**src/hw/rtl/dnsa_pkg.sv**
```systemverilog
// Shared types and constants for the DNS answer A-record scanner.
package dnsa_pkg;

  // Parser phases
  typedef enum logic [2:0] {
    PH_HEADER = 3'd0,
    PH_QNAME  = 3'd1,
    PH_QTAIL  = 3'd2,
    PH_ANAME  = 3'd3,
    PH_AFIXED = 3'd4,
    PH_RDATA  = 3'd5,
    PH_DONE   = 3'd6
  } phase_t;

  // Position inside a name
  typedef enum logic [1:0] {
    NAME_FRESH = 2'd0,
    NAME_PTR   = 2'd1,
    NAME_IN    = 2'd2
  } name_pos_t;

  // Result status codes
  typedef enum logic [1:0] {
    ST_FOUND     = 2'd0,
    ST_ID_MISS   = 2'd1,
    ST_NO_A      = 2'd2,
    ST_TRUNCATED = 2'd3
  } status_t;

  localparam int unsigned LabelLenW   = 6;
  localparam logic [3:0]  HeaderLast  = 4'd11;
  localparam logic [3:0]  QtailLast   = 4'd3;
  localparam logic [3:0]  FixedLast   = 4'd9;
  localparam logic [15:0] TypeA       = 16'h0001;
  localparam logic [15:0] ClassIn     = 16'h0001;
  localparam logic [15:0] RdlenIpv4   = 16'h0004;

  // One classified packet byte
  typedef struct packed {
    logic [7:0]           data_byte;
    logic                 last_byte;
    logic [15:0]          expected_id;
    logic                 is_ptr;
    logic [LabelLenW-1:0] label_len;
  } item_t;

endpackage

```
**src/hw/rtl/dnsa_front.sv**
```systemverilog
// Front end: accepts packet bytes and classifies them as name label codes.
module dnsa_front (
  input  logic              item_valid,
  output logic              item_ready,
  input  logic [7:0]        data_byte,
  input  logic              last_byte,
  input  logic [15:0]       expected_id,
  output logic              push_valid,
  input  logic              push_ready,
  output dnsa_pkg::item_t   push_item
);
  import dnsa_pkg::*;

  // Pass the handshake straight into the queue
  assign push_valid = item_valid;
  assign item_ready = push_ready;

  // Tag pointer prefix and label length for the name walker
  always_comb begin
    push_item.data_byte   = data_byte;
    push_item.last_byte   = last_byte;
    push_item.expected_id = expected_id;
    push_item.is_ptr      = (data_byte[7:6] == 2'b11);
    push_item.label_len   = data_byte[LabelLenW-1:0];
  end

endmodule

```
**src/hw/rtl/dnsa_queue.sv**
```systemverilog
// Short queue of classified bytes between front end and parser.
module dnsa_queue #(
  parameter int unsigned Depth = 4
) (
  input  logic            clk,
  input  logic            rst,
  input  logic            push_valid,
  output logic            push_ready,
  input  dnsa_pkg::item_t push_item,
  output logic            pop_valid,
  input  logic            pop_ready,
  output dnsa_pkg::item_t pop_item
);
  import dnsa_pkg::*;

  localparam int unsigned PtrW = (Depth > 1) ? $clog2(Depth) : 1;
  localparam int unsigned CntW = $clog2(Depth + 1);

  item_t           slots [Depth];
  logic [PtrW-1:0] wptr;
  logic [PtrW-1:0] rptr;
  logic [CntW-1:0] count;
  logic            do_push;
  logic            do_pop;

  assign push_ready = (count != CntW'(Depth));
  assign pop_valid  = (count != '0);
  assign pop_item   = slots[rptr];
  assign do_push    = push_valid && push_ready;
  assign do_pop     = pop_valid && pop_ready;

  // Store incoming item
  always_ff @(posedge clk) begin
    if (do_push) begin
      slots[wptr] <= push_item;
    end
  end

  // Advance pointers and occupancy
  always_ff @(posedge clk) begin
    if (rst) begin
      wptr  <= '0;
      rptr  <= '0;
      count <= '0;
    end else begin
      if (do_push) begin
        wptr <= (wptr == PtrW'(Depth - 1)) ? '0 : wptr + 1'b1;
      end
      if (do_pop) begin
        rptr <= (rptr == PtrW'(Depth - 1)) ? '0 : rptr + 1'b1;
      end
      if (do_push && !do_pop) begin
        count <= count + 1'b1;
      end else if (!do_push && do_pop) begin
        count <= count - 1'b1;
      end
    end
  end

endmodule

```
**src/hw/rtl/dnsa_back.sv**
```systemverilog
// Back end: walks header, question and answers, and holds the result.
module dnsa_back (
  input  logic                   clk,
  input  logic                   rst,
  input  logic                   pop_valid,
  output logic                   pop_ready,
  input  dnsa_pkg::item_t        pop_item,
  output logic                   result_valid,
  input  logic                   result_ready,
  output dnsa_pkg::status_t      status,
  output logic [31:0]            ttl,
  output logic [31:0]            ipv4_address
);
  import dnsa_pkg::*;

  phase_t               phase, phase_next;
  logic [3:0]           field_counter, field_counter_next;
  logic [LabelLenW-1:0] label_left, label_left_next;
  logic [15:0]          rdata_left, rdata_left_next;
  logic [15:0]          rec_type, rec_type_next;
  logic [15:0]          rec_class, rec_class_next;
  logic [31:0]          rec_ttl, rec_ttl_next;
  logic [15:0]          rec_len, rec_len_next;
  logic [31:0]          addr, addr_next;
  logic [7:0]           id_low, id_low_next;
  logic                 id_ok, id_ok_next;
  logic                 found, found_next;
  logic                 name_end;
  logic                 step;
  logic                 emit;
  status_t              status_next;
  logic [7:0]           b;

  assign b         = pop_item.data_byte;
  assign pop_ready = !pop_item.last_byte || !result_valid || result_ready;
  assign step      = pop_valid && pop_ready;
  assign emit      = step && pop_item.last_byte;

  // Walk one name byte: label skip, pointer, or terminator
  always_comb begin
    name_end           = 1'b0;
    label_left_next    = label_left;
    field_counter_next = field_counter;
    if (field_counter == 4'(NAME_PTR)) begin
      name_end = 1'b1;
    end else if (label_left != '0) begin
      label_left_next    = label_left - 1'b1;
      field_counter_next = 4'(NAME_IN);
    end else if (pop_item.is_ptr) begin
      field_counter_next = 4'(NAME_PTR);
    end else if (pop_item.label_len == '0) begin
      name_end = 1'b1;
    end else begin
      label_left_next    = pop_item.label_len;
      field_counter_next = 4'(NAME_IN);
    end
  end

  // Next parser state for the byte at the queue head
  logic [3:0]           fc_walk;
  logic [LabelLenW-1:0] ll_walk;
  assign fc_walk = field_counter_next;
  assign ll_walk = label_left_next;

  logic [3:0]           fc_n;
  logic [LabelLenW-1:0] ll_n;

  always_comb begin
    phase_next      = phase;
    fc_n            = field_counter;
    ll_n            = label_left;
    rdata_left_next = rdata_left;
    rec_type_next   = rec_type;
    rec_class_next  = rec_class;
    rec_ttl_next    = rec_ttl;
    rec_len_next    = rec_len;
    addr_next       = addr;
    id_low_next     = id_low;
    id_ok_next      = id_ok;
    found_next      = found;
    case (phase)
      PH_HEADER: begin
        if (field_counter == 4'd0) begin
          id_low_next = pop_item.expected_id[7:0];
          id_ok_next  = (b == pop_item.expected_id[15:8]);
        end else if (field_counter == 4'd1) begin
          id_ok_next = id_ok && (b == id_low);
        end
        if (field_counter >= HeaderLast) begin
          phase_next = PH_QNAME;
          fc_n       = 4'(NAME_FRESH);
          ll_n       = '0;
        end else begin
          fc_n = field_counter + 1'b1;
        end
      end
      PH_QNAME: begin
        fc_n = fc_walk;
        ll_n = ll_walk;
        if (name_end) begin
          phase_next = PH_QTAIL;
          fc_n       = '0;
        end
      end
      PH_QTAIL: begin
        if (field_counter >= QtailLast) begin
          phase_next = PH_ANAME;
          fc_n       = 4'(NAME_FRESH);
          ll_n       = '0;
        end else begin
          fc_n = field_counter + 1'b1;
        end
      end
      PH_ANAME: begin
        fc_n = fc_walk;
        ll_n = ll_walk;
        if (name_end) begin
          phase_next = PH_AFIXED;
          fc_n       = '0;
        end
      end
      PH_AFIXED: begin
        if (field_counter < 4'd2) begin
          rec_type_next = {rec_type[7:0], b};
        end else if (field_counter < 4'd4) begin
          rec_class_next = {rec_class[7:0], b};
        end else if (field_counter < 4'd8) begin
          rec_ttl_next = {rec_ttl[23:0], b};
        end else begin
          rec_len_next = {rec_len[7:0], b};
        end
        if (field_counter >= FixedLast) begin
          if (rec_len_next == '0) begin
            phase_next = PH_ANAME;
            fc_n       = 4'(NAME_FRESH);
            ll_n       = '0;
          end else begin
            rdata_left_next = rec_len_next;
            addr_next       = '0;
            phase_next      = PH_RDATA;
            fc_n            = '0;
          end
        end else begin
          fc_n = field_counter + 1'b1;
        end
      end
      PH_RDATA: begin
        addr_next       = {addr[23:0], b};
        rdata_left_next = rdata_left - 1'b1;
        if (rdata_left_next == '0) begin
          if (rec_type == TypeA && rec_class == ClassIn && rec_len == RdlenIpv4) begin
            found_next = 1'b1;
            phase_next = PH_DONE;
          end else begin
            phase_next = PH_ANAME;
            fc_n       = 4'(NAME_FRESH);
            ll_n       = '0;
          end
        end
      end
      default: begin
      end
    endcase
  end

  // Classify how the packet ended
  always_comb begin
    priority if (phase_next == PH_HEADER) begin
      status_next = ST_TRUNCATED;
    end else if (!id_ok_next) begin
      status_next = ST_ID_MISS;
    end else if (found_next) begin
      status_next = ST_FOUND;
    end else if (phase_next == PH_ANAME && fc_n == 4'(NAME_FRESH) && ll_n == '0) begin
      status_next = ST_NO_A;
    end else begin
      status_next = ST_TRUNCATED;
    end
  end

  // Advance parser state; return to start of packet after the last byte
  always_ff @(posedge clk) begin
    if (rst || emit) begin
      phase         <= PH_HEADER;
      field_counter <= '0;
      label_left    <= '0;
      rdata_left    <= '0;
      rec_type      <= '0;
      rec_class     <= '0;
      rec_ttl       <= '0;
      rec_len       <= '0;
      addr          <= '0;
      id_low        <= '0;
      id_ok         <= 1'b0;
      found         <= 1'b0;
    end else if (step) begin
      phase         <= phase_next;
      field_counter <= fc_n;
      label_left    <= ll_n;
      rdata_left    <= rdata_left_next;
      rec_type      <= rec_type_next;
      rec_class     <= rec_class_next;
      rec_ttl       <= rec_ttl_next;
      rec_len       <= rec_len_next;
      addr          <= addr_next;
      id_low        <= id_low_next;
      id_ok         <= id_ok_next;
      found         <= found_next;
    end
  end

  // Hold the result until it is taken
  always_ff @(posedge clk) begin
    if (rst) begin
      result_valid <= 1'b0;
    end else if (emit) begin
      result_valid <= 1'b1;
    end else if (result_ready) begin
      result_valid <= 1'b0;
    end
  end

  always_ff @(posedge clk) begin
    if (emit) begin
      status       <= status_next;
      ttl          <= (status_next == ST_FOUND) ? rec_ttl_next : '0;
      ipv4_address <= (status_next == ST_FOUND) ? addr_next : '0;
    end
  end

endmodule

```
**src/hw/rtl/dns_answer_a_record_scanner.sv**
```systemverilog
// Top level of the DNS answer A-record scanner.
//
//   channel  | handshake                   | payload
//   ---------+-----------------------------+-----------------------------------
//   item     | item_valid / item_ready     | data_byte, last_byte, expected_id
//   result   | result_valid / result_ready | status, ttl, ipv4_address
//
// One packet byte is taken per cycle; the parser consumes one byte per cycle
// from a four-entry queue, so a sustained stream runs at one byte per cycle.
// With the queue empty, the last byte passes a queue slot, then the result register, before result_valid rises.
// Synchronous active-high reset clears the queue, the parser and the result valid flag.
// A stalled result blocks only the next packet's last byte; bytes behind it
// fill the queue, and then the input stalls.
module dns_answer_a_record_scanner #(
  parameter int unsigned QueueDepth = 4
) (
  input  logic                 clk,
  input  logic                 rst,
  input  logic                 item_valid,
  output logic                 item_ready,
  input  logic [7:0]           data_byte,
  input  logic                 last_byte,
  input  logic [15:0]          expected_id,
  output logic                 result_valid,
  input  logic                 result_ready,
  output logic [1:0]           status,
  output logic [31:0]          ttl,
  output logic [31:0]          ipv4_address
);
  import dnsa_pkg::*;

  logic    push_valid;
  logic    push_ready;
  item_t   push_item;
  logic    pop_valid;
  logic    pop_ready;
  item_t   pop_item;
  status_t status_code;

  dnsa_front u_front (
    .item_valid  (item_valid),
    .item_ready  (item_ready),
    .data_byte   (data_byte),
    .last_byte   (last_byte),
    .expected_id (expected_id),
    .push_valid  (push_valid),
    .push_ready  (push_ready),
    .push_item   (push_item)
  );

  dnsa_queue #(
    .Depth (QueueDepth)
  ) u_queue (
    .clk        (clk),
    .rst        (rst),
    .push_valid (push_valid),
    .push_ready (push_ready),
    .push_item  (push_item),
    .pop_valid  (pop_valid),
    .pop_ready  (pop_ready),
    .pop_item   (pop_item)
  );

  dnsa_back u_back (
    .clk          (clk),
    .rst          (rst),
    .pop_valid    (pop_valid),
    .pop_ready    (pop_ready),
    .pop_item     (pop_item),
    .result_valid (result_valid),
    .result_ready (result_ready),
    .status       (status_code),
    .ttl          (ttl),
    .ipv4_address (ipv4_address)
  );

  assign status = status_code;

endmodule
```
**config.mk**
```make
export PLATFORM = sky130hd
export DESIGN_NAME = dns_answer_a_record_scanner
export DESIGN_NICKNAME = d
export VERILOG_FILES = /design/src/hw/rtl/dnsa_pkg.sv /design/src/hw/rtl/dnsa_front.sv /design/src/hw/rtl/dnsa_queue.sv /design/src/hw/rtl/dnsa_back.sv /design/src/hw/rtl/dns_answer_a_record_scanner.sv
export SDC_FILE = /design/constraint.sdc
export NUM_CORES = 1
export LEC_CHECK = 0
export BUFFER_PORTS_ARGS = -buffer_cell sky130_fd_sc_hd__buf_2
export CELL_PAD_IN_SITES_DETAIL_PLACEMENT = 1
export CELL_PAD_IN_SITES_GLOBAL_PLACEMENT = 2
export CORE_AREA = 4 4 153 229
export CTS_CLUSTER_DIAMETER = 100
export DETAILED_ROUTE_END_ITERATION = 8
export DIE_AREA = 0 0 157 233
export GPL_ROUTABILITY_DRIVEN = 0
export PLACE_DENSITY = 0.93
export SLEW_MARGIN = 10
export SYNTH_ARGS = -nofsm -noshare
export SYNTH_HDL_FRONTEND = slang
export SYNTH_SLANG_ARGS = --single-unit
```
**constraint.sdc**
```tcl
create_clock -name clk -period 8.2 [get_ports clk]
set_clock_uncertainty 0.1 [all_clocks]
set_input_delay 2.05 -clock clk [delete_from_list [all_inputs] [get_ports clk]]
set_output_delay 2.05 -clock clk [all_outputs]
set_load 0.05 [all_outputs]
```
==> results of run 1 <==
==> cell usage after synthesis (all sizes together) (14+ instances only) <==
cell type / number
mux4: 26
nor3: 19
a22oi: 34
mux2i: 71
a211oi: 15
dfxtp: 161
buf: 32
nor4: 18
xnor2: 17
nor2: 145
o21ai: 29
inv: 18
edfxtp: 170
a21oi: 110
clkbuf: 56
nand4: 14
nand2: 178
a22o: 32
==> how the worst max path moves through the flow <==
stage | startpoint | slack [ns] | endpoint | cells past startpoint
floorplan | result_ready | 3.03 | u_back.rec_len[13]$_SDFFE_PP0P_ | 9
global placement | result_ready | 3.33 | u_back.rec_class[13]$_SDFFE_PP0P_ | 11
detailed placement | result_ready | 3.24 | u_back.rec_class[7]$_SDFFE_PP0P_ | 11
CTS | result_ready | 3.77 | u_back.rec_class[7]$_SDFFE_PP0P_ | 11
global route | result_ready | 3.49 | u_back.rec_class[14]$_SDFFE_PP0P_ | 11
finish | result_ready | 3.78 | u_back.rec_class[7]$_SDFFE_PP0P_ | 11
==> routing by layer <==
metal,global-route usage,vias up
met5,0,-
met4,0.0673,0
li1,-,4911
met1,0.236,5178
met3,0.0311,63
met2,0.372,209
==> stage by stage <==
stage,worst slack (ns),std cells
finish,3.78,1810
global route,3.49,1810
CTS,3.77,1809
detailed placement,3.24,1748
global placement,3.33,1748
floorplan,3.03,1297
==> cell families after synthesis <==
family                     Yosys count  synth area share
and+or+nand+nor                    439             0.135
xor gates and xnor gates            22            0.0133
DFF                                331             0.576
adders and majority gates           14            0.0126
AOI/OAI and AO/OA                  285             0.137
buffers and inverters              106            0.0336
muxes                              100            0.0920
==> final cells by class <==
| type | instances | area [µm²] |
|---|---|---|
| fillers | 3561 | 16800 |
| flip-flops and latches | 331 | 8330 |
| multi-input cells | 860 | 5680 |
| clock buffers | 43 | 948 |
| repair buffers | 119 | 653 |
| well taps | 420 | 526 |
| clock inverters | 18 | 100 |
| inverters | 18 | 67.6 |
| diodes | 1 | 2.50 |
==> flip-flops by register name, summed over array words and instances, names as in the netlist, 2 cells and up, named ones only <==
register              flops
u_back.rec_len           16
u_queue.count             3
u_back.rec_class         16
u_back.phase              3
u_back.label_left         6
u_back.rdata_left        16
u_back.addr              32
u_queue.rptr              2
u_back.field_counter      4
u_back.id_low             8
u_back.ipv4_address      32
u_queue.slots           104
u_queue.wptr              2
u_back.rec_type          16
u_back.rec_ttl           32
u_back.ttl               32
u_back.status             2
==> worst min-delay path, cell delays in order, from the launching register on <==
cell     delay, ns
dfxtp_1       0.31
nand2_1       0.05
a21oi_1       0.05
==> power by group <==
group | leakage [µW] | switching [µW] | internal, µW
combinational | 0.00211 | 1170 | 456
clock | 0.000521 | 642 | 824
sequential | 0.00291 | 85.0 | 1980
total | 0.00554 | 1890 | 3260
==> results.cfg, run 1 <==
[outcome]
status = finished clean

[worst_setup_path]
worstPathRequired_ns = 8.49
crit_slowest_cell = nand3_1
crit_fanout = 20
worstPathCellList = buf_2, nor2b_1, nand2_1, o31a_1, buf_4, inv_1, nor3_2, buf_4, nand3_1, mux2i_1, nor2_1
critPathBufInv = 4
setup.worst_path.end_class = flop
r2r-end = u_back.rec_class[7]$_SDFFE_PP0P_
r2r_slack_ns = 4.02
cp.arrival_ns = 4.71
start_kind = primary input
cpLargestDelayFamily = simple AND/OR/NAND/NOR gates
crit_top_cell = buf_4
reg2reg_depth = 11
crit_path_max_incr_delay_ns = 0.73
critical_path_class = in2reg

[hold_path]
hold_path_class = reg2reg
hold_depth = 2
min_from = u_back.rec_ttl[26]$_SDFFE_PP0P_
hold_end = u_back.rec_ttl[26]$_SDFFE_PP0P_

[layout]
final_cell_mix = nand2_1, edfxtp_1, dfxtp_1, nor2_1, buf_2
final_layout_size_suffix_gt1_frac = 0.178
post-route-cell-area_um2 = 16300
num-nets-final = 1407
area_growth_syn_to_layout_pct = 12.8
post-route-util = 0.492
final_common_cell = nand2_1

[synthesis]
avgSynthCellArea_um2 = 11.1
synth_seq_cells = 331
synth.yosys.seq_area_share = 0.576
synthCells = 1297
synth_warnings = 0
synth_largest_area_cell = edfxtp_1
synth_fp_nets = 1340
synth_flop_cell = edfxtp_1
ys_types = 71
netlist_top_cells_area = edfxtp_1, dfxtp_1, mux2i_1
async_flop_share = 0
synth_top_area_frac = 0.353
netlist_area_um2 = 14500
synth-edff-count = 170

[timing]
holdWs_ns = 0.361
min_period_over_period = 0.539
slew_viol_final = 0
relSlewSlack = 0.191
max_freq_ghz = 0.226
finalSetupViolations = 0
rsz0062_at_grt = false
hold_viol = 0
finalWorstPathRequiredPeriod_ns = 4.42
tightest_slew_ns = 1.20
fin_setup_tns_ns = 0

[cts]
clk_latency_ns = 0.53
cts_setup_buffers = 0
cts-resized-gates = 0
cts.sinks = 331
cts_max_level = 2
ctsHoldBuffers = 0
clkTransAtPathRegs_ns = 0.06
cts_tree = done
cts_buffer_depth = 3
tritoncts.num_buffers = 34
cts-root-buf = clkbuf_16

[global_route]
grt_first_pass_wirelength_mm = 58.9
grt_pass1_vias = 10724
grt_start_max_net_pins = 73
grt_overflow = 0
antenna_found_initial = 1
grt_use_total = 0.201

[route]
wl_mm = 36.9
postRouteAntennaNets = 0
drtIter0Drc = 489
dr.pass1.iters = 5
viasPerCell = 5.72
drc = 0
wl_met2_mm = 19.9
routed.top_layer = met4
vias = 10361
dr_wl_met3_mm = 1.39
avgRoutedWirePerCell_um = 20.4
met1_length_mm = 14.6

[die]
ioPinCount = 97
die_y_um = 233
rows = 82
dieArea_um2 = 36600
initial_utilization = 0.436
core_area_um2 = 33100
die_x_um = 157

[power_and_ir_drop]
leakage_uw = 0.00554
peakVddDrop_mv = 0.208
total_power_uw = 5150
power_per_cell_area_nw_per_um2 = 316

[placed_design]
detailedPlacementHpwl_mm = 24.1
placed_area_um2 = 15300
port_buffers = 96

[job]
cap_violations = 0
Note: power is estimated with default switching activity, not from simulation.
==> run 2: changes to the inputs <==
--- a/config.mk
+++ b/config.mk
@@ -8,12 +8,12 @@
 export BUFFER_PORTS_ARGS = -buffer_cell sky130_fd_sc_hd__buf_2
 export CELL_PAD_IN_SITES_DETAIL_PLACEMENT = 1
 export CELL_PAD_IN_SITES_GLOBAL_PLACEMENT = 2
-export CORE_AREA = 4 4 153 229
+export CORE_AREA = 4 4 159 237
 export CTS_CLUSTER_DIAMETER = 100
 export DETAILED_ROUTE_END_ITERATION = 8
-export DIE_AREA = 0 0 157 233
+export DIE_AREA = 0 0 163 241
 export GPL_ROUTABILITY_DRIVEN = 0
-export PLACE_DENSITY = 0.93
+export PLACE_DENSITY = 0.87
 export SLEW_MARGIN = 10
 export SYNTH_ARGS = -nofsm -noshare
 export SYNTH_HDL_FRONTEND = slang
==> constraint.sdc (replaced) <==
create_clock -name clk -period 4.6 [get_ports clk]
set_clock_uncertainty 0.1 [all_clocks]
set_input_delay 1.15 -clock clk [delete_from_list [all_inputs] [get_ports clk]]
set_output_delay 1.15 -clock clk [all_outputs]
set_load 0.05 [all_outputs]
==> run 2 against run 1 <==
Clock-buffer cell count rose by 1. Combinational power up 75%. Non-clock buffer count grew 8. Hold slack worse by 0.0037 ns. Setup slack got worse by 2.9 ns. Sequential share of layout area shrank 0.59 points. Design area grew 1.2%. Utilization down 3.0 points. Cell count rose by 3.7%. Flip-flop and latch count stayed put. Critical path depth shrank 2. Critical path type is now reg2reg. Critical endpoint is now u_back.ipv4_address[16]$_SDFFCE_PP0P_. Largest cell class unchanged. Largest power group unchanged.
==> results.cfg, run 2 (synthesized netlist as in run 1, its figures left out) <==
[route]
postRouteAntennaNets = 0
vias = 10396
drc = 0
avgRoutedWirePerCell_um = 20.2
dr.pass1.iters = 5
wl_mm = 37.9
viasPerCell = 5.54
drtIter0Drc = 446

[layout]
fill_cells = 3882
num-nets-final = 1415
final_common_cell = nand2_1
area_growth_syn_to_layout_pct = 14.1
final_layout_size_suffix_gt1_frac = 0.182
final_cell_mix = nand2_1, edfxtp_1, dfxtp_1, nor2_1, buf_2
largest_reg_flops = 104
post-route-util = 0.462
regMostFlops = u_queue.slots
post-route-cell-area_um2 = 16500

[timing]
relSlewSlack = 0.269
max_freq_ghz = 0.266
holdWs_ns = 0.357
finalWorstPathRequiredPeriod_ns = 3.76
tightest_slew_ns = 1.09
finalSetupViolations = 0
min_period_over_period = 0.818
rsz0062_at_grt = false
hold_viol = 0
slew_viol_final = 0
fin_setup_tns_ns = 0

[global_route]
use_met3 = 0.0246
grt_first_pass_wirelength_mm = 60.1
grt_util_met1 = 0.229
grt_use_total = 0.192
globalRoute.busiestLayer = met2
antenna_found_initial = 3
grt_start_max_net_pins = 81
grt_pass1_vias = 10672
met2_usage = 0.352
grt_overflow = 0

[die]
die_y_um = 241
rows = 85
initial_utilization = 0.404
dieArea_um2 = 39300
core_area_um2 = 35700
die_x_um = 163
ioPinCount = 97

[worst_setup_path]
critical_path_class = reg2reg
crit_slowest_cell = dfxtp_2
critPathBufInv = 1
worstPathRequired_ns = 4.76
setup.worst_path.end_class = flop
cp.arrival_ns = 3.92
r2r_slack_ns = 0.84
start_kind = flop
worstPathCellList = mux2_2, a2111oi_0, o32a_1, nand4_1, o21ai_0, a21o_1, a211o_2, buf_4, nor2_1
crit_fanout = 35
r2r-end = u_back.ipv4_address[16]$_SDFFCE_PP0P_
reg2reg_depth = 9
crit_path_max_incr_delay_ns = 0.89
cpLargestDelayFamily = compound AO/OA/AOI/OAI gates

[power_and_ir_drop]
pwr-share-seq = 0.405
leakage_uw = 0.00559
power_per_cell_area_nw_per_um2 = 568
peakVddDrop_mv = 0.366
swShare = 0.367
clkPwrFrac = 0.292
total_power_uw = 9370
combPwrFrac = 0.304
netSwitchingPower_uw = 3440
p_int_uw = 5930

[cts]
clk_latency_ns = 0.53
cts_tree = done
ctsHoldBuffers = 0
cts-root-buf = clkbuf_16
cts-resized-gates = 0
cts.sinks = 331
cts_buffer_depth = 3
cts_max_level = 2
cts_setup_buffers = 0
tritoncts.num_buffers = 34
clkTransAtPathRegs_ns = 0.07

[hold_path]
hold_path_class = reg2reg
hold_end = u_back.rec_ttl[25]$_SDFFE_PP0P_
min_from = u_back.rec_ttl[25]$_SDFFE_PP0P_
hold_depth = 2

[job]
cap_violations = 0

[placed_design]
port_buffers = 96
placed_area_um2 = 15400
detailedPlacementHpwl_mm = 25.2

[outcome]
status = finished clean
[run 2: cell count changes in the layout (fill, tap and decap cells not counted), sizes merged]
cell      change
inv           +2
clkbuf        +1
buf           +8
clkinvlp      +1
bufinv        +3
clkinv        -6
[run 2: worst max-delay path by stage]
stage	depth (start not counted)	slack (ns)	from	endpoint
2_1_floorplan	9	0.33	result_ready	u_back.rec_len[13]$_SDFFE_PP0P_
3_3_place_gp	7	0.88	flop	u_back.rdata_left[15]$_SDFFE_PP0P_
3_5_place_dp	9	0.82	flop	u_back.rec_class[10]$_SDFFE_PP0P_
4_1_cts	9	0.80	flop	u_back.rec_class[10]$_SDFFE_PP0P_
5_1_grt	9	0.47	flop	u_back.rec_class[14]$_SDFFE_PP0P_
6_report	9	0.84	flop	u_back.ipv4_address[16]$_SDFFCE_PP0P_
[run 2: power by group through the flow]
stage,registers [µW],clock network (µW),logic (µW)
2_1_floorplan,4370,0,1520
3_3_place_gp,3850,0,2800
3_5_place_dp,3870,0,2850
4_1_cts,3810,2810,2870
5_1_grt,3840,2920,3040
6_report,3790,2730,2840
[run 2: per-stage QoR]
stage,setup WS (ns),cells
after floorplan,0.328,1297
after CTS,0.797,1876
after global placement,0.880,1814
after global routing,0.473,1877
after detailed placement,0.822,1814
final,0.837,1877
[run 2: final cells by class]
cell class / instances / area (µm²) / share of cell area
Antenna cell: 1 / 2.50 / 0.000152
Clock buffer: 44 / 908 / 0.0551
Clock inverter: 18 / 185 / 0.0112
Inverter: 18 / 67.6 / 0.00410
Multi-Input combinational cell: 860 / 5680 / 0.344
Sequential cell: 331 / 8330 / 0.505
Tap cell: 478 / 598 / 0.0363
Timing Repair Buffer: 127 / 726 / 0.0440
[run 2: worst reg2reg max path, stage by stage (launching register included)]
cell       delay (ns)
dfxtp_2          0.89
mux2_2           0.44
a2111oi_0        0.40
o32a_1           0.21
nand4_1          0.24
o21ai_0          0.31
a21o_1           0.16
a211o_2          0.36
buf_4            0.30
nor2_1           0.10
[run 2: routing by layer]
metal / wire, µm / share of wire
met3: 1170 / 0.031
met5: 12 / 0.00032
met1: 15500 / 0.41
met2: 19800 / 0.52
met4: 1350 / 0.036
==> run 3: changes to the inputs <==
--- a/config.mk
+++ b/config.mk
@@ -5,15 +5,16 @@
 export SDC_FILE = /design/constraint.sdc
 export NUM_CORES = 1
 export LEC_CHECK = 0
+export ABC_AREA = 1
 export BUFFER_PORTS_ARGS = -buffer_cell sky130_fd_sc_hd__buf_2
 export CELL_PAD_IN_SITES_DETAIL_PLACEMENT = 1
 export CELL_PAD_IN_SITES_GLOBAL_PLACEMENT = 2
-export CORE_AREA = 4 4 159 237
+export CORE_AREA = 4 4 176 264
 export CTS_CLUSTER_DIAMETER = 100
 export DETAILED_ROUTE_END_ITERATION = 8
-export DIE_AREA = 0 0 163 241
+export DIE_AREA = 0 0 180 268
 export GPL_ROUTABILITY_DRIVEN = 0
-export PLACE_DENSITY = 0.87
+export PLACE_DENSITY = 0.84
 export SLEW_MARGIN = 10
 export SYNTH_ARGS = -nofsm -noshare
 export SYNTH_HDL_FRONTEND = slang
==> constraint.sdc (replaced) <==
create_clock -name clk -period 3.2 [get_ports clk]
set_clock_uncertainty 0.1 [all_clocks]
set_input_delay 0.8 -clock clk [delete_from_list [all_inputs] [get_ports clk]]
set_output_delay 0.8 -clock clk [all_outputs]
set_load 0.05 [all_outputs]
==> run 3 against run 2 <==
Global-route usage decreased by 1.1 points. Flip-flop and latch count unchanged. Area after synthesis increased by 6.1%. Critical path depth increased by 6. Sequential power increased by 66%. Synthesized cell count increased by 30%. Critical path type unchanged. Critical endpoint is now u_back.rdata_left[6]$_SDFFE_PP0P_.
==> results.cfg, run 3 <==
[die]
initial_utilization = 0.346
dieArea_um2 = 48200
rows = 95
die_x_um = 180
core_area_um2 = 44300
die_y_um = 268
ioPinCount = 97

[worst_setup_path]
crit_fanout = 16
worstPathRequired_ns = 3.50
start_kind = flop
cp.arrival_ns = 3.24
critical_path_class = reg2reg
reg2reg_depth = 15
setup.worst_path.end_class = flop

[timing]
finalSetupViolations = 0
rsz0062_at_grt = false
max_freq_ghz = 0.339
finalWorstPathRequiredPeriod_ns = 2.95
relSlewSlack = 0.534
slew_viol_final = 0
fin_setup_tns_ns = 0
min_period_over_period = 0.921
tightest_slew_ns = 0.698
hold_viol = 0

[synthesis]
synthCells = 1681
synth_fa_ha_area_frac = 0.0119
synth_simple_gate_area_share = 0.201
synth_top_area_frac = 0.333
netlist_area_um2 = 15300
synth_fp_nets = 1724
async_flop_share = 0
synth-edff-count = 170
synth_warnings = 0
synth.yosys.seq_area_share = 0.543
ys_types = 57
synth_seq_cells = 331
yosys.cell_count.top_type = nand2_1
synth_common_cells = nand2_1, o21ai_0, nor2_1, edfxtp_1, dfxtp_1
avgSynthCellArea_um2 = 9.12
synth_xor_area_frac = 0.00628
synth-compound-area-share = 0.165
synth.area.mux_share = 0.00261
synth_flop_cell = edfxtp_1
synth_largest_area_cell = edfxtp_1
netlist_top_cells_area = edfxtp_1, dfxtp_1, nand2_1
synth_top_family_by_area = simple AND/OR/NAND/NOR gates

[layout]
regMostFlops = u_queue.slots
final_cell_mix = nand2_1, o21ai_0, edfxtp_1, nor2_1, dfxtp_1
largest_reg_flops = 104
final_common_cell = nand2_1
post-route-cell-area_um2 = 17600
final_layout_size_suffix_gt1_frac = 0.195
num-nets-final = 1821
n_antenna_cell = 0
area_growth_syn_to_layout_pct = 15.1
fill_cells = 5116

[power_and_ir_drop]
combPwrFrac = 0.472
leakage_uw = 0.00660
power_per_cell_area_nw_per_um2 = 1110
clkPwrFrac = 0.207
netSwitchingPower_uw = 9160
pwr-share-seq = 0.321
swShare = 0.468
p_int_uw = 10400
peakVddDrop_mv = 0.476

[placed_design]
placed_area_um2 = 16500
detailedPlacementHpwl_mm = 31.1
port_buffers = 96

[route]
met1_length_mm = 16.9
wl_met2_mm = 23.8
drc = 0
postRouteAntennaNets = 0
viasPerCell = 5.07
wl_mm = 44.0
drtIter0Drc = 477
routed.top_layer = met5
vias = 12100
avgRoutedWirePerCell_um = 18.4
dr.pass1.iters = 6
dr_wl_met3_mm = 1.34

[cts]
clk_latency_ns = 0.54
cts_max_level = 2
cts_tree = done
cts-root-buf = clkbuf_16
cts_setup_buffers = 0
cts.sinks = 331
clkTransAtPathRegs_ns = 0.06
cts_buffer_depth = 3
tritoncts.num_buffers = 35

[job]
cap_violations = 0

[global_route]
grt_first_pass_wirelength_mm = 70.1
grt_overflow = 0
grt_pass1_vias = 12978
grt_start_max_net_pins = 110
grt_use_total = 0.180
antenna_found_initial = 1

[hold_path]
hold_depth = 2
hold_path_class = in2reg

[outcome]
status = finished clean
run 3: changes by cell type after synthesis, sizes merged, moves of 14 or more:
cell,previous run,this run
nand3,11,60
inv,18,147
mux2i,71,4
o21ai,29,222
mux4,26,0
a22o,32,0
a21oi,110,136
xnor2,17,3
nand2,178,307
clkbuf,56,38
nor2,145,247
run 3: worst paths after layout:
check,from,endpoint,slack [ns]
worst max-delay path,flop,u_back.rdata_left[6]$_SDFFE_PP0P_,0.25
worst min-delay path,rst,u_back.result_valid$_SDFFE_PP0P_,0.35
worst max register to register,flop,u_back.rdata_left[6]$_SDFFE_PP0P_,0.25
worst min register to register,u_back.rec_type[14]$_SDFFE_PP0P_,u_back.rec_type[14]$_SDFFE_PP0P_,0.37
run 3: layout make-up:
class / count / area [µm²] / share of cell area
clock buffer: 47 / 935 / 0.0530
clock inverter: 16 / 184 / 0.0104
inverter: 149 / 574 / 0.0326
multi-input combinational: 1118 / 5970 / 0.338
sequential: 331 / 8330 / 0.472
tap: 582 / 728 / 0.0413
timing repair buffer: 143 / 921 / 0.0522
run 3: cells by family (layout without fill, tap and decap cells):
family	count (synthesis)	count (layout)
fa+ha+maj	14	14
compound gates	434	434
flops	331	331
buf+inv	232	355
mux	4	4
xor+xnor	11	11
simple gates	655	655
run 3: per-stage QoR:
stage / hold slack (ns) / setup slack, ns / power, µW / std cells / utilization
6_report: 0.354 / 0.253 / 19600 / 2386 / 0.398
3_5_place_dp: 0.359 / 0.154 / 15700 / 2323 / 0.372
4_1_cts: 0.333 / 0.115 / 19800 / 2386 / 0.397
3_3_place_gp: 0.344 / 0.134 / 15500 / 2323 / 0.372
2_1_floorplan: 0.329 / 0.259 / 12700 / 1681 / -
5_1_grt: 0.362 / 0.0142 / 21000 / 2386 / 0.398
run 3: per-layer routing:
layer,vias to the layer above,global-route usage
li1,5880,-
met1,5933,0.192
met2,189,0.353
met3,96,0.0252
met4,2,0.0789
met5,-,0
run 3: what timing repair did:
action                                  CTS  global route
endpoints found under the setup margin    0            67
gates resized for setup                   0             7
hold buffers                              0             0
run 3: power groups by stage:
stage / Combinational (µW) / Clock (µW) / Sequential (µW)
floorplan: 5380 / 0 / 7370
global placement: 9130 / 0 / 6330
detailed placement: 9320 / 0 / 6370
CTS: 9370 / 4170 / 6300
global route: 10200 / 4340 / 6400
finish: 9240 / 4050 / 6290
run 3: critical path: stages (launching register included):
cell      delay [ns]
dfxtp_2         0.44
clkinv_4        0.16
buf_4           0.23
nand3_1         0.19
nand2_4         0.15
nand2_1         0.09
o21ai_0         0.10
nand2_1         0.10
nor2_1          0.04
nand3_1         0.17
o21ai_2         0.09
nor2_4          0.16
nand2_4         0.07
buf_4           0.21
o21ai_0         0.38
a21oi_1         0.08
